**src/sv/vhse_pkg.sv**
```systemverilog
// vhse_pkg: shared types and constants of the VBR header seek engine.
// Used by vhse_front, vhse_back and vbr_header_seek_engine. No dependencies.

package vhse_pkg;

	localparam int TOC_ENTRIES = 100;
	localparam int TOC_AW      = $clog2(TOC_ENTRIES);
	localparam logic [TOC_AW-1:0] TOC_LAST = TOC_AW'(TOC_ENTRIES - 1);

	localparam logic [14:0] PCT_FULL = 15'd25600;

	localparam logic [31:0] TAG_XING = 32'h5869_6E67;
	localparam logic [31:0] TAG_INFO = 32'h496E_666F;

	localparam int FLAG_FRAMES = 0;
	localparam int FLAG_BYTES  = 1;
	localparam int FLAG_TOC    = 2;
	localparam int FLAG_SCALE  = 3;

	localparam logic REQ_HEADER = 1'b0;
	localparam logic REQ_SEEK   = 1'b1;

	localparam int CFG_IDX_W = 1;
	localparam logic [CFG_IDX_W-1:0] CFG_ID3      = 1'b0;
	localparam logic [CFG_IDX_W-1:0] CFG_FALLBACK = 1'b1;

	// floor(v / 100) = (v * DIV_RECIP) >> DIV_SHIFT for v < 25600
	localparam logic [12:0] DIV_RECIP = 13'd5243;
	localparam int DIV_SHIFT = 19;
	localparam logic [6:0] DIV_BASE = 7'd100;

	typedef struct packed {
		logic              is_seek;
		logic              restart;
		logic [7:0]        data;
		logic [14:0]       pct;
		logic [TOC_AW-1:0] toc_idx;
		logic [8:0]        frac;
	} vhse_word_t;

endpackage

```
**src/sv/vbr_header_seek_engine.sv**
```systemverilog
// vbr_header_seek_engine: Xing/Info VBR header parser with TOC seek lookup.
// Holds the configuration registers and joins vhse_front and vhse_back.
// Depends on vhse_pkg, vhse_front, vhse_back, vhse_ram.
//
// Input words carry either one header byte (req_type 0) or a seek query
// (req_type 1); every word yields exactly one result word, in order.
// first_byte restarts the parse at the tag. Header words update the
// parse state and return it; seek words return the file offset plus the
// ID3 length. id3_length (index 0) and fallback_length (index 1) are written
// through cfg_we/cfg_index/cfg_data; the user must write them only while no
// word is in flight, as the block does not enforce it. A two-word input
// queue decouples acceptance from execution. A header byte's result is
// registered when the back end pops the byte. A TOC seek steps through
// RD_LO, RD_HI, MUL and OUT (two TOC RAM reads, interpolate, multiply); a
// linear seek through LMUL, five radix-256 DIV steps dividing by 100, and
// OUT. The back end sequencer runs one word at a time and pops no word
// before the last result is loaded. Reset clears the parse state, the queue
// and the output valid flag; TOC contents are undefined until a header
// writes them. When out_stall is high the result holds, the back end holds
// its next result, and the queue fills before in_stall rises.

module vbr_header_seek_engine (
	input  logic                           clk,
	input  logic                           arst_n,
	input  logic                           in_valid,
	output logic                           in_stall,
	input  logic                           req_type,
	input  logic [7:0]                     data_byte,
	input  logic                           first_byte,
	input  logic [14:0]                    seek_percent,
	output logic                           out_valid,
	input  logic                           out_stall,
	output logic [32:0]                    seek_offset,
	output logic                           header_valid,
	output logic [31:0]                    frame_count,
	output logic                           parse_done,
	input  logic                           cfg_we,
	input  logic [vhse_pkg::CFG_IDX_W-1:0] cfg_index,
	input  logic [31:0]                    cfg_data
);

	import vhse_pkg::*;

	logic [28:0] id3_q;
	logic [31:0] fallback_q;
	logic        head_valid;
	logic        pop;
	vhse_word_t  head;

	always_ff @(posedge clk or negedge arst_n) begin
		if (!arst_n) begin
			id3_q      <= '0;
			fallback_q <= '0;
		end else if (cfg_we) begin
			unique case (cfg_index)
				CFG_ID3:      id3_q      <= cfg_data[28:0];
				CFG_FALLBACK: fallback_q <= cfg_data;
				default: ;
			endcase
		end
	end

	vhse_front u_front (
		.clk          (clk),
		.arst_n       (arst_n),
		.in_valid     (in_valid),
		.in_stall     (in_stall),
		.req_type     (req_type),
		.data_byte    (data_byte),
		.first_byte   (first_byte),
		.seek_percent (seek_percent),
		.pop          (pop),
		.head_valid   (head_valid),
		.head         (head)
	);

	vhse_back u_back (
		.clk             (clk),
		.arst_n          (arst_n),
		.head_valid      (head_valid),
		.head            (head),
		.pop             (pop),
		.id3_length      (id3_q),
		.fallback_length (fallback_q),
		.out_valid       (out_valid),
		.out_stall       (out_stall),
		.seek_offset     (seek_offset),
		.header_valid    (header_valid),
		.frame_count     (frame_count),
		.parse_done      (parse_done)
	);

endmodule

```
**src/sv/vhse_ram.sv**
```systemverilog
// vhse_ram: generic single-write, single-read RAM with registered read data.
// No dependencies.

module vhse_ram #(
	parameter int WIDTH = 8,
	parameter int DEPTH = 100
) (
	input  logic                     clk,
	input  logic                     we,
	input  logic [$clog2(DEPTH)-1:0] waddr,
	input  logic [WIDTH-1:0]         wdata,
	input  logic [$clog2(DEPTH)-1:0] raddr,
	output logic [WIDTH-1:0]         rdata
);

	logic [WIDTH-1:0] mem_q [DEPTH];

	always_ff @(posedge clk) begin
		if (we) begin
			mem_q[waddr] <= wdata;
		end
		rdata <= mem_q[raddr];
	end

endmodule

```
**src/sv/vhse_front.sv**
```systemverilog
// vhse_front: input side; classifies each word and queues it for the back end.
// Depends on vhse_pkg.

module vhse_front (
	input  logic                 clk,
	input  logic                 arst_n,
	input  logic                 in_valid,
	output logic                 in_stall,
	input  logic                 req_type,
	input  logic [7:0]           data_byte,
	input  logic                 first_byte,
	input  logic [14:0]          seek_percent,
	input  logic                 pop,
	output logic                 head_valid,
	output vhse_pkg::vhse_word_t head
);

	import vhse_pkg::*;

	localparam int QDEPTH = 2;
	localparam int QPW    = $clog2(QDEPTH);
	localparam int QCW    = $clog2(QDEPTH + 1);

	vhse_word_t        mem_q [QDEPTH];
	logic [QPW-1:0]    wr_ptr_q;
	logic [QPW-1:0]    rd_ptr_q;
	logic [QCW-1:0]    cnt_q;
	logic              push;
	vhse_word_t        word;
	logic [14:0]       pct;
	logic [TOC_AW-1:0] seg;
	logic [14:0]       frac_w;

	always_comb begin
		pct = (seek_percent > PCT_FULL) ? PCT_FULL : seek_percent;
		seg = pct[14:8];
		if (seg > TOC_LAST) begin
			seg = TOC_LAST;
		end
		frac_w = pct - {seg, 8'd0};
		word.is_seek = (req_type == REQ_SEEK);
		word.restart = first_byte;
		word.data    = data_byte;
		word.pct     = pct;
		word.toc_idx = seg;
		word.frac    = frac_w[8:0];
	end

	assign in_stall   = (cnt_q == QCW'(QDEPTH));
	assign push       = in_valid && !in_stall;
	assign head_valid = (cnt_q != '0);
	assign head       = mem_q[rd_ptr_q];

	always_ff @(posedge clk) begin
		if (push) begin
			mem_q[wr_ptr_q] <= word;
		end
	end

	always_ff @(posedge clk or negedge arst_n) begin
		if (!arst_n) begin
			wr_ptr_q <= '0;
			rd_ptr_q <= '0;
			cnt_q    <= '0;
		end else begin
			if (push) begin
				wr_ptr_q <= wr_ptr_q + 1'b1;
			end
			if (pop) begin
				rd_ptr_q <= rd_ptr_q + 1'b1;
			end
			if (push && !pop) begin
				cnt_q <= cnt_q + 1'b1;
			end else if (pop && !push) begin
				cnt_q <= cnt_q - 1'b1;
			end
		end
	end

	a_cnt_bound: assert property (@(posedge clk) disable iff (!arst_n)
		cnt_q <= QCW'(QDEPTH))
		else $error("queue count out of range");

endmodule

```
**src/sv/vhse_back.sv**
```systemverilog
// vhse_back: header parser, TOC store, seek sequencer and output register.
// Depends on vhse_pkg and vhse_ram.

module vhse_back (
	input  logic                 clk,
	input  logic                 arst_n,
	input  logic                 head_valid,
	input  vhse_pkg::vhse_word_t head,
	output logic                 pop,
	input  logic [28:0]          id3_length,
	input  logic [31:0]          fallback_length,
	output logic                 out_valid,
	input  logic                 out_stall,
	output logic [32:0]          seek_offset,
	output logic                 header_valid,
	output logic [31:0]          frame_count,
	output logic                 parse_done
);

	import vhse_pkg::*;

	localparam logic [2:0] ST_IDLE  = 3'd0;
	localparam logic [2:0] ST_RD_LO = 3'd1;
	localparam logic [2:0] ST_RD_HI = 3'd2;
	localparam logic [2:0] ST_MUL   = 3'd3;
	localparam logic [2:0] ST_LMUL  = 3'd4;
	localparam logic [2:0] ST_DIV   = 3'd5;
	localparam logic [2:0] ST_OUT   = 3'd6;

	localparam logic [6:0] HDR_LEN  = 7'd8;
	localparam logic [6:0] WORD_LEN = 7'd4;
	localparam logic [2:0] DIV_STEPS = 3'd4;

	function automatic logic [6:0] end_of(input logic [3:0] fl);
		logic [6:0] p;
		p = HDR_LEN;
		p = p + (fl[FLAG_FRAMES] ? WORD_LEN : 7'd0);
		p = p + (fl[FLAG_BYTES] ? WORD_LEN : 7'd0);
		p = p + (fl[FLAG_TOC] ? 7'(TOC_ENTRIES) : 7'd0);
		p = p + (fl[FLAG_SCALE] ? WORD_LEN : 7'd0);
		return p;
	endfunction

	logic [2:0]  state_q;
	logic        out_free;
	logic        hdr_take;

	// parser state
	logic [6:0]  idx_q;
	logic [3:0]  flags_q;
	logic [31:0] ws_q;
	logic [31:0] frames_q;
	logic [31:0] bytes_q;
	logic        valid_q;
	logic        tocp_q;
	logic        fin_q;

	logic [6:0]  idx_e, idx_n;
	logic [3:0]  flags_e, flags_n, fl_use;
	logic [31:0] ws_e, ws_n, ws_sh;
	logic [31:0] frames_e, frames_n;
	logic [31:0] bytes_e, bytes_n;
	logic        valid_e, valid_n;
	logic        tocp_e, tocp_n;
	logic        fin_e, fin_n;
	logic        stop;
	logic [6:0]  bpos, tpos, spos;
	logic [7:0]  idx_inc;
	logic        toc_we;
	logic [6:0]  toc_k;

	// seek datapath
	logic [TOC_AW-1:0] seg_q;
	logic [8:0]        frac_q;
	logic [14:0]       pct_q;
	logic [31:0]       len_q;
	logic [TOC_AW-1:0] raddr;
	logic [7:0]        rdata;
	logic [7:0]        lo_q;
	logic [8:0]        hi;
	logic signed [9:0]  diff;
	logic signed [19:0] dprod;
	logic signed [20:0] xs;
	logic [16:0]       x_q;
	logic [48:0]       xprod;
	logic [46:0]       lprod;
	logic [39:0]       div_q;
	logic [6:0]        rem_q;
	logic [31:0]       quo_q;
	logic [2:0]        dcnt_q;
	logic [14:0]       dv;
	logic [27:0]       dq_full;
	logic [7:0]        dq;
	logic [14:0]       dr;
	logic [32:0]       off_q;

	assign out_free = !out_valid || !out_stall;
	assign pop      = (state_q == ST_IDLE) && head_valid && (head.is_seek || out_free);
	assign hdr_take = pop && !head.is_seek;

	always_comb begin
		idx_e    = head.restart ? 7'd0  : idx_q;
		flags_e  = head.restart ? 4'd0  : flags_q;
		ws_e     = head.restart ? 32'd0 : ws_q;
		frames_e = head.restart ? 32'd0 : frames_q;
		bytes_e  = head.restart ? 32'd0 : bytes_q;
		valid_e  = head.restart ? 1'b0  : valid_q;
		tocp_e   = head.restart ? 1'b0  : tocp_q;
		fin_e    = head.restart ? 1'b0  : fin_q;

		ws_sh = {ws_e[23:0], head.data};
		bpos  = HDR_LEN + (flags_e[FLAG_FRAMES] ? WORD_LEN : 7'd0);
		tpos  = bpos + (flags_e[FLAG_BYTES] ? WORD_LEN : 7'd0);
		spos  = tpos + (flags_e[FLAG_TOC] ? 7'(TOC_ENTRIES) : 7'd0);
		toc_k = idx_e - tpos;
		idx_inc = {1'b0, idx_e} + 8'd1;

		idx_n    = idx_e;
		flags_n  = flags_e;
		ws_n     = ws_e;
		frames_n = frames_e;
		bytes_n  = bytes_e;
		valid_n  = valid_e;
		tocp_n   = tocp_e;
		fin_n    = fin_e;
		fl_use   = flags_e;
		stop     = 1'b0;
		toc_we   = 1'b0;

		if (!fin_e) begin
			ws_n = ws_sh;
			if (idx_e < HDR_LEN) begin
				if (idx_e == 7'd3 && ws_sh != TAG_XING && ws_sh != TAG_INFO) begin
					fin_n = 1'b1;
					stop  = 1'b1;
				end
				if (idx_e == 7'd7) begin
					flags_n = ws_sh[3:0];
					fl_use  = ws_sh[3:0];
					tocp_n  = ws_sh[FLAG_TOC];
					if (!ws_sh[FLAG_FRAMES]) begin
						fin_n = 1'b1;
						stop  = 1'b1;
					end
				end
			end else if (idx_e < bpos) begin
				if (idx_e == bpos - 7'd1) begin
					frames_n = ws_sh;
					if (ws_sh == 32'd0) begin
						fin_n = 1'b1;
						stop  = 1'b1;
					end
				end
			end else if (idx_e < tpos) begin
				if (idx_e == tpos - 7'd1) begin
					bytes_n = ws_sh;
				end
			end else if (idx_e < spos) begin
				toc_we = hdr_take;
			end
			if (!stop) begin
				idx_n = idx_inc[6:0];
				if (idx_inc >= {1'b0, HDR_LEN} && idx_inc >= {1'b0, end_of(fl_use)}) begin
					valid_n = 1'b1;
					fin_n   = 1'b1;
				end
			end
		end
	end

	always_comb begin
		unique case (state_q)
			ST_IDLE:  raddr = head.toc_idx;
			ST_RD_LO: raddr = (seg_q == TOC_LAST) ? seg_q : seg_q + 1'b1;
			default:  raddr = seg_q;
		endcase
	end

	vhse_ram #(
		.WIDTH(8),
		.DEPTH(TOC_ENTRIES)
	) u_toc (
		.clk   (clk),
		.we    (toc_we),
		.waddr (toc_k[TOC_AW-1:0]),
		.wdata (head.data),
		.raddr (raddr),
		.rdata (rdata)
	);

	always_comb begin
		hi    = (seg_q == TOC_LAST) ? 9'd256 : {1'b0, rdata};
		diff  = $signed({1'b0, hi}) - $signed({2'b0, lo_q});
		dprod = diff * $signed({1'b0, frac_q});
		xs    = $signed({5'd0, lo_q, 8'd0}) + $signed({dprod[19], dprod});
		xprod = x_q * bytes_q;
		lprod = len_q * pct_q;
		dv      = {rem_q, div_q[39:32]};
		dq_full = dv * DIV_RECIP;
		dq      = dq_full[DIV_SHIFT+7:DIV_SHIFT];
		dr      = dv - dq * DIV_BASE;
	end

	always_ff @(posedge clk or negedge arst_n) begin
		if (!arst_n) begin
			state_q   <= ST_IDLE;
			out_valid <= 1'b0;
			idx_q     <= '0;
			flags_q   <= '0;
			ws_q      <= '0;
			frames_q  <= '0;
			bytes_q   <= '0;
			valid_q   <= 1'b0;
			tocp_q    <= 1'b0;
			fin_q     <= 1'b0;
			dcnt_q    <= '0;
		end else begin
			if (hdr_take || (state_q == ST_OUT && out_free)) begin
				out_valid <= 1'b1;
			end else if (!out_stall) begin
				out_valid <= 1'b0;
			end
			if (hdr_take) begin
				idx_q     <= idx_n;
				flags_q   <= flags_n;
				ws_q      <= ws_n;
				frames_q  <= frames_n;
				bytes_q   <= bytes_n;
				valid_q   <= valid_n;
				tocp_q    <= tocp_n;
				fin_q     <= fin_n;
			end
			unique case (state_q)
				ST_IDLE: begin
					if (pop && head.is_seek) begin
						state_q <= (valid_q && tocp_q) ? ST_RD_LO : ST_LMUL;
					end
				end
				ST_RD_LO: state_q <= ST_RD_HI;
				ST_RD_HI: state_q <= ST_MUL;
				ST_MUL:   state_q <= ST_OUT;
				ST_LMUL: begin
					dcnt_q  <= DIV_STEPS;
					state_q <= ST_DIV;
				end
				ST_DIV: begin
					dcnt_q <= dcnt_q - 1'b1;
					if (dcnt_q == '0) begin
						state_q <= ST_OUT;
					end
				end
				ST_OUT: begin
					if (out_free) begin
						state_q <= ST_IDLE;
					end
				end
				default: state_q <= ST_IDLE;
			endcase
		end
	end

	always_ff @(posedge clk) begin
		if (pop && head.is_seek) begin
			seg_q  <= head.toc_idx;
			frac_q <= head.frac;
			pct_q  <= head.pct;
			len_q  <= valid_q ? bytes_q : fallback_length;
			rem_q  <= '0;
		end
		if (state_q == ST_RD_LO) begin
			lo_q <= rdata;
		end
		if (state_q == ST_RD_HI) begin
			x_q <= xs[16:0];
		end
		if (state_q == ST_MUL) begin
			off_q <= xprod[48:16];
		end
		if (state_q == ST_LMUL) begin
			div_q <= {1'b0, lprod[46:8]};
		end
		if (state_q == ST_DIV) begin
			div_q <= {div_q[31:0], 8'd0};
			rem_q <= dr[6:0];
			quo_q <= {quo_q[23:0], dq};
			off_q <= {1'b0, quo_q[23:0], dq};
		end
		if (hdr_take) begin
			seek_offset  <= '0;
			header_valid <= valid_n;
			frame_count  <= frames_n;
			parse_done   <= fin_n;
		end else if (state_q == ST_OUT && out_free) begin
			seek_offset  <= off_q + {4'd0, id3_length};
			header_valid <= valid_q;
			frame_count  <= frames_q;
			parse_done   <= fin_q;
		end
	end

	a_valid_done: assert property (@(posedge clk) disable iff (!arst_n)
		valid_q |-> fin_q)
		else $error("header valid without finished parse");

	a_toc_flag: assert property (@(posedge clk) disable iff (!arst_n)
		tocp_q |-> flags_q[FLAG_TOC])
		else $error("toc present without toc flag");

	a_out_load: assert property (@(posedge clk) disable iff (!arst_n)
		(state_q == ST_OUT) && out_free |=> out_valid && (state_q == ST_IDLE))
		else $error("seek result not delivered");

	a_pop_head: assert property (@(posedge clk) disable iff (!arst_n)
		pop |-> head_valid && (state_q == ST_IDLE))
		else $error("pop from empty queue or while busy");

endmodule

```
**config.mk**
```make
export PLATFORM = sky130hd
export DESIGN_NAME = vbr_header_seek_engine
export DESIGN_NICKNAME = d
export VERILOG_FILES = /design/src/sv/vhse_pkg.sv /design/src/sv/vbr_header_seek_engine.sv /design/src/sv/vhse_ram.sv /design/src/sv/vhse_front.sv /design/src/sv/vhse_back.sv
export SDC_FILE = /design/constraint.sdc
export NUM_CORES = 2
export LEC_CHECK = 0
export ABC_AREA = 1
export BUFFER_PORTS_ARGS = -buffer_cell sky130_fd_sc_hd__buf_2
export CAP_MARGIN = 20
export CORE_MARGIN = 5
export CORE_UTILIZATION = 39
export CTS_CLUSTER_SIZE = 25
export DETAILED_ROUTE_END_ITERATION = 16
export PLACE_DENSITY = 0.51
export SKIP_LAST_GASP = 1
export SYNTH_ARGS = -nofsm -noshare
export SYNTH_HDL_FRONTEND = slang
export SYNTH_SLANG_ARGS = --single-unit
```
**constraint.sdc**
```tcl
create_clock -name clk -period 9 [get_ports clk]
set_clock_uncertainty 0.1 [all_clocks]
set_input_delay 2.7 -clock clk [delete_from_list [all_inputs] [get_ports clk]]
set_output_delay 2.7 -clock clk [all_outputs]
set_load 0.02 [all_outputs]
```
Word level (Yosys, flattened, before mapping)
Memory sizes are Yosys's and may differ from the RTL's. A register that Yosys moved wholly into a read port is not among the register bits.
Cells that the tools add are included.

storage, ports and cells
  memory bits (writable) = 882
  bits in latches = 0
  bits in read-only memories = 0
  flip-flop bits (word level) = 433
  output and inout port bits = 69
  memories kept = 2

memory list
  memory              depth  bits a word  read ports  clocked after Yosys merged registers in  write ports  line              text
  u_back.u_toc.mem_q  100    8            1           1                                        1            vhse_ram.sv:16    logic [WIDTH-1:0] mem_q [DEPTH];
  u_front.mem_q       2      41           1           0                                        1            vhse_front.sv:24  vhse_word_t mem_q [QDEPTH];

operators by class
  equal/unequal tests = 18
  $mul = 5
  reduce and logical (&&, ||, !) cells = 33
  add/subtract/negate cells = 22
  bitwise logic cells = 1
  shift-type cells = 0
  div/mod/pow operators = 0
  magnitude comparators = 8
  muxes and demuxes = 85

operator list
  operator                                                 count
  two-way mux 32 bit                                       16
  two-way mux 40 bit                                       2
  inequality test 32 x 31 -> 1 bit, second input constant  2
  two-way mux 7 bit                                        9
  multiplier 17 x 32 -> 49 bit                             1
  two-way mux 24 bit                                       2
  multiplier 32 x 15 -> 47 bit                             1
  adder 7 bit                                              5
  two-way mux 1 bit                                        35
  adder 33 x 29 -> 33 bit                                  1
  logical NOT 32 bit                                       1
  multiplier 15 x 13 -> 27 bit, second input constant      1
  two-way mux 3 bit                                        9
  less-than comparator 7 bit                               3
  case mux 3 bit (7 select lines)                          1
  two-way mux 4 bit                                        5
  adder 17 bit                                             1
  multiplier 10 x 10 -> 17 bit                             1
  greater-than comparator 15 bit, second input constant    1
  two-way mux 15 bit                                       1
  adder 4 x 7 -> 7 bit, first input constant               2
  equality test 7 bit                                      2
  case mux 7 bit (2 select lines)                          1
  subtractor 7 x 1 -> 7 bit, second input constant         2
  34 further kinds                                         67

Logic depth before layout (Yosys ltp)
An unclocked memory read counts as a cell.

  depth in word-level cells = 17
  mapped depth = 34
  mapped depth without buffers = 34

Cells and area by module
From an unflattened synthesis, not the netlist that was laid out.

second synthesis, totals
  cell total of the unflattened synthesis = 10,742
  area, all modules = 97,572.3 um^2

by module, submodules not included
  module                  cells each  area an instance (um^2)  sequential area each (um^2)  times used
  vhse_back               7,418       58,941.5                 10,084.7                     1
  vhse_ram                2,867       33,273.2                 24,183.2                     1
  vhse_front              190         2,916.5                  2,082.0                      1
  vbr_header_seek_engine  267         2,441.1                  1,526.5                      1

Worst setup path before layout
No wires, ideal clock.

  kind = register -> register
  start = register u_front.rd_ptr_q
  end = register u_back.header_valid (data pin)
  setup time = 0.273 ns
  period minus slack after synthesis = 7.938 ns
  path slack = 1.062 ns
  arrival time = 7.565 ns
  buffers on the path = 2
  stages on the path, launching flop included = 19
  cells stage by stage = dfrtp_1 -> buf_4 -> inv_4 -> buf_6 -> o21ai_0 -> inv_1 -> o21ai_0 -> fa_1 -> ha_1 -> inv_1 -> ha_1 -> ha_1 -> a21oi_1 -> nand2_1 -> a21o_1 -> a21oi_1 -> o21bai_1 -> a21oi_1 -> o22ai_1

RTL lines
  item                    line              text
  from (decl)             vhse_front.sv:26  logic [QPW-1:0] rd_ptr_q;
  from (signal assigned)  vhse_front.sv:70  rd_ptr_q <= rd_ptr_q + 1'b1;
  to (signal assigned)    vhse_back.sv:290  header_valid <= valid_n;
  to (signal assigned)    vhse_back.sv:295  header_valid <= valid_q;
  to (decl)               vhse_back.sv:15   output logic header_valid,

Worst setup path after layout
  start = register u_back.seg_q[0]
  end = register u_back.x_q[16] (data pin)

between the ends
  longest elaborated chain between the ends = 5

ends and longest elaborated chain
  item                          line              text
  from (decl)                   vhse_back.sv:73   logic [TOC_AW-1:0] seg_q;
  from (signal assigned)        vhse_back.sv:264  seg_q <= head.toc_idx;
  equality test 7 bit           vhse_back.sv:192  hi = (seg_q == TOC_LAST) ? 9'd256 : {1'b0, rdata};
  two-way mux 9 bit             vhse_back.sv:192
  subtractor 9 x 8 -> 10 bit    vhse_back.sv:193  diff = $signed({1'b0, hi}) - $signed({2'b0, lo_q});
  multiplier 10 x 10 -> 17 bit  vhse_back.sv:194  dprod = diff * $signed({1'b0, frac_q});
  adder 17 bit                  vhse_back.sv:195  xs = $signed({5'd0, lo_q, 8'd0}) + $signed({dprod[19], dprod});
  via u_back.xs[16]             vhse_back.sv:83   logic signed [20:0] xs;
  to (signal assigned)          vhse_back.sv:274  x_q <= xs[16:0];
  to (decl)                     vhse_back.sv:84   logic [16:0] x_q;

The timed path passes the listed nets, and every way through them passes these cells.
A chain may end at the register's enable or synchronous reset.

==> results.sh <==
export IMPL_syn_num_nets=12649
export IMPL_cts_resized=0
export IMPL_cts_tree="done"
export IMPL_synth_area_um2=99240
export IMPL_htreeDepth=4
export IMPL_fin_crit_sh=0.9070
export IMPL_rr_worst_depth=31
export IMPL_via_per_inst=4.999
export IMPL_ant_nets=0
export IMPL_clock_path_buffers=3
export IMPL_r2r_end="u_back.x_q[16]"
export IMPL_ys_seq_area_frac=0.3792
export IMPL_die_x_um=514.5
export IMPL_rsz0062_at_grt="no"
export IMPL_area_growth_pct=8.783
export IMPL_drtIter0Drc=4995
export IMPL_ys_warn_count=0
export IMPL_crit_fanout=8
export IMPL_routed_wl_um=300300
export IMPL_yosys_area_top_type_share=0.3253
export IMPL_cts_sinks=1299
export IMPL_worst_slew_pin_slew_ns=1.161
export IMPL_design_core_area_um2=253700
export IMPL_grt_use_total=0.2267
export IMPL_gp_congestion=0.9055
export IMPL_grt_pass1_wl_um=461600
export IMPL_first_pass_iters=6
export IMPL_timing_fmax_mhz=122.5
export IMPL_setup_violations=0
export IMPL_place_ws_ns=0.8053
export IMPL_clkTransAtPathRegs_ns=0.07
export IMPL_endpoint="u_back.x_q[16]"
export IMPL_rows=185
export IMPL_clk_latency_ns=0.82
export IMPL_ctsHoldBuffers=0
export IMPL_slowest_delay_ns=0.65
export IMPL_worstPathArrival_ns=8.63
export IMPL_syn_avg_cell_area_um2=8.888
export IMPL_fin_util=0.4256
export IMPL_hp_class="reg2reg"
export IMPL_yosys_most_used_dff="edfxtp_1"
export IMPL_slowest_stage="xor2_1"
export IMPL_r2r_start="u_back.seg_q[0]"
export IMPL_ff2ff_setup_slack_ns=0.84
export IMPL_wl_per_cell_um=20.64
export IMPL_antenna_found_initial=4
export IMPL_vias=72743
export IMPL_grt_overflow_total=0
export IMPL_dp_hpwl_um=219300
export IMPL_drc=0
export IMPL_cts_buffers=146
export IMPL_die_y_um=514.5
export IMPL_synth_cell_types=63
export IMPL_required_ns=9.47
export IMPL_initial_utilization=0.3912
export IMPL_fp_dieArea_um2=264700
export IMPL_slew_viol_final=0
export IMPL_timing_worst_setup_path_type="reg2reg"
export IMPL_status="completed"
export IMPL_io_pins=132
export IMPL_root_buffer="clkbuf_16"
export IMPL_drive_above_1_share=0.04972
export IMPL_setup_tns_ns=0
export IMPL_critPathCaptureType="flip-flop"
export IMPL_syn_inst=11166
export IMPL_max_cap_viol_count=0
export IMPL_layout_nets=12545
export IMPL_post_cts_setup_buffers=0
export IMPL_grt_pass1_vias=74983
export IMPL_critPathLaunchType="flip-flop"
export IMPL_synth_top_area_cell="edfxtp_1"
export IMPL_fillCellCount=25286
export IMPL_finalWorstPathRequiredPeriod_ns=8.163
export IMPL_critPathLaunch="u_back.seg_q[0]"
export IMPL_relSlewSlack=0.2263
export IMPL_timing_hold_violations_final=0
export IMPL_async_reset_ff_frac=0.1339
export IMPL_ys_ff_latch=1299
export IMPL_setup_ws_ns=0.8366
export IMPL_synth_area_top_cells="edfxtp_1 (33%), fa_1 (20%), inv_1 (9.7%)"
export IMPL_grt_max_degree=193
export IMPL_synth_edff_count=1075
export IMPL_io_buffers=131
==> how the worst min path moves through the flow <==
stage | startpoint | end | slack (ns) | cells after the start
floorplan | u_back.u_toc.rdata[2] | u_back.lo_q[2] | 0.31 | 0
global placement | u_back.u_toc.rdata[2] | u_back.lo_q[2] | 0.32 | 0
detailed placement | u_back.u_toc.rdata[1] | u_back.lo_q[1] | 0.32 | 0
CTS | u_back.u_toc.rdata[4] | u_back.lo_q[4] | 0.32 | 0
global route | u_back.u_toc.rdata[4] | u_back.lo_q[4] | 0.34 | 0
finish | u_back.u_toc.rdata[4] | u_back.lo_q[4] | 0.33 | 0
==> worst max-delay path, delay by kind of cell (launching register included) <==
kind	cells	cell delay [ns]
buf+inv	5	0.27
compound gates	4	0.95
xor+xnor	2	0.87
simple gates	11	1.41
fa+ha+maj	9	3.82
flops	1	0.50
==> flip-flops by register name, summed over array words and instances, names as in the netlist, 9 cells and up <==
name / flops
fallback_q: 32
id3_q: 29
u_back.bytes_q: 32
u_back.div_q: 40
u_back.frac_q: 9
u_back.frame_count: 32
u_back.frames_q: 32
u_back.len_q: 32
u_back.off_q: 33
u_back.quo_q: 24
u_back.seek_offset: 33
u_back.u_toc.mem_q: 800
u_back.ws_q: 24
u_back.x_q: 17
u_front.mem_q: 66
==> cell usage in the layout, fill, tap and decap left out, drive strengths merged, types with 12 or more instances in the layout <==
cell type / instances
nand4: 28
a31oi: 68
nand3b: 237
o21ai: 408
o21a: 24
nor4: 18
clkbuf: 185
nand2: 2524
xor2: 52
a21o: 20
dfxtp: 50
o21bai: 12
or2: 20
clkinv: 72
buf: 252
nand3: 868
nor3: 36
edfxtp: 1075
inv: 2591
o211ai: 37
a21oi: 271
fa: 984
ha: 436
nor2: 624
dfrtp: 174
xnor2: 41
bufinv: 12
==> cells by family after synthesis <==
logic type | Yosys count | share of synthesized area
adders and majority gates | 1420 | 0.2535
DFF | 1299 | 0.3792
xor gates and xnor gates | 93 | 0.008207
and+or+nand+nor | 4361 | 0.1888
AOI/OAI and AO/OA | 893 | 0.05001
muxes | 4 | 0.0004412
buffers and inverters | 3096 | 0.1198
==> per-stage QoR <==
| step | cell area, µm² | hold slack, ns | instances |
|---|---|---|---|
| after floorplan | 99240 | 0.3082 | 11166 |
| after global placement | 103100 | 0.3205 | 14278 |
| after detailed placement | 103100 | 0.3232 | 14279 |
| after CTS | 107900 | 0.3158 | 14548 |
| after global routing | 108000 | 0.3407 | 14550 |
| final | 108000 | 0.3253 | 14551 |
==> layout make-up <==
type / count / area (µm²) / area share
diodes: 2 / 5.005 / 0.00004636
clock buffers: 184 / 3846 / 0.03563
clock inverters: 85 / 973.4 / 0.009017
inverters: 2591 / 9747 / 0.09028
multi-input cells: 6771 / 49860 / 0.4618
flip-flops and latches: 1299 / 37640 / 0.3486
well taps: 3366 / 4212 / 0.03901
repair buffers: 253 / 1683 / 0.01559
==> cells in the mapped netlist (all sizes together), types with 174 or more instances <==
library cell  instances
a21oi               271
clkbuf              344
dfrtp               174
edfxtp             1075
fa                  984
ha                  436
inv                2585
nand2              2524
nand3               868
nand3b              237
nor2                624
o21ai               408
==> metal layers <==
metal	routed length (µm)	vias up	global-route usage
li1	-	34291	-
met1	128900	36230	0.2983
met2	146100	1803	0.3877
met3	13970	417	0.02678
met4	11310	2	0.07942
met5	13	-	0
Power is not shown: default switching activity piles up to over one toggle a cycle in this logic, so the estimate is an artifact.
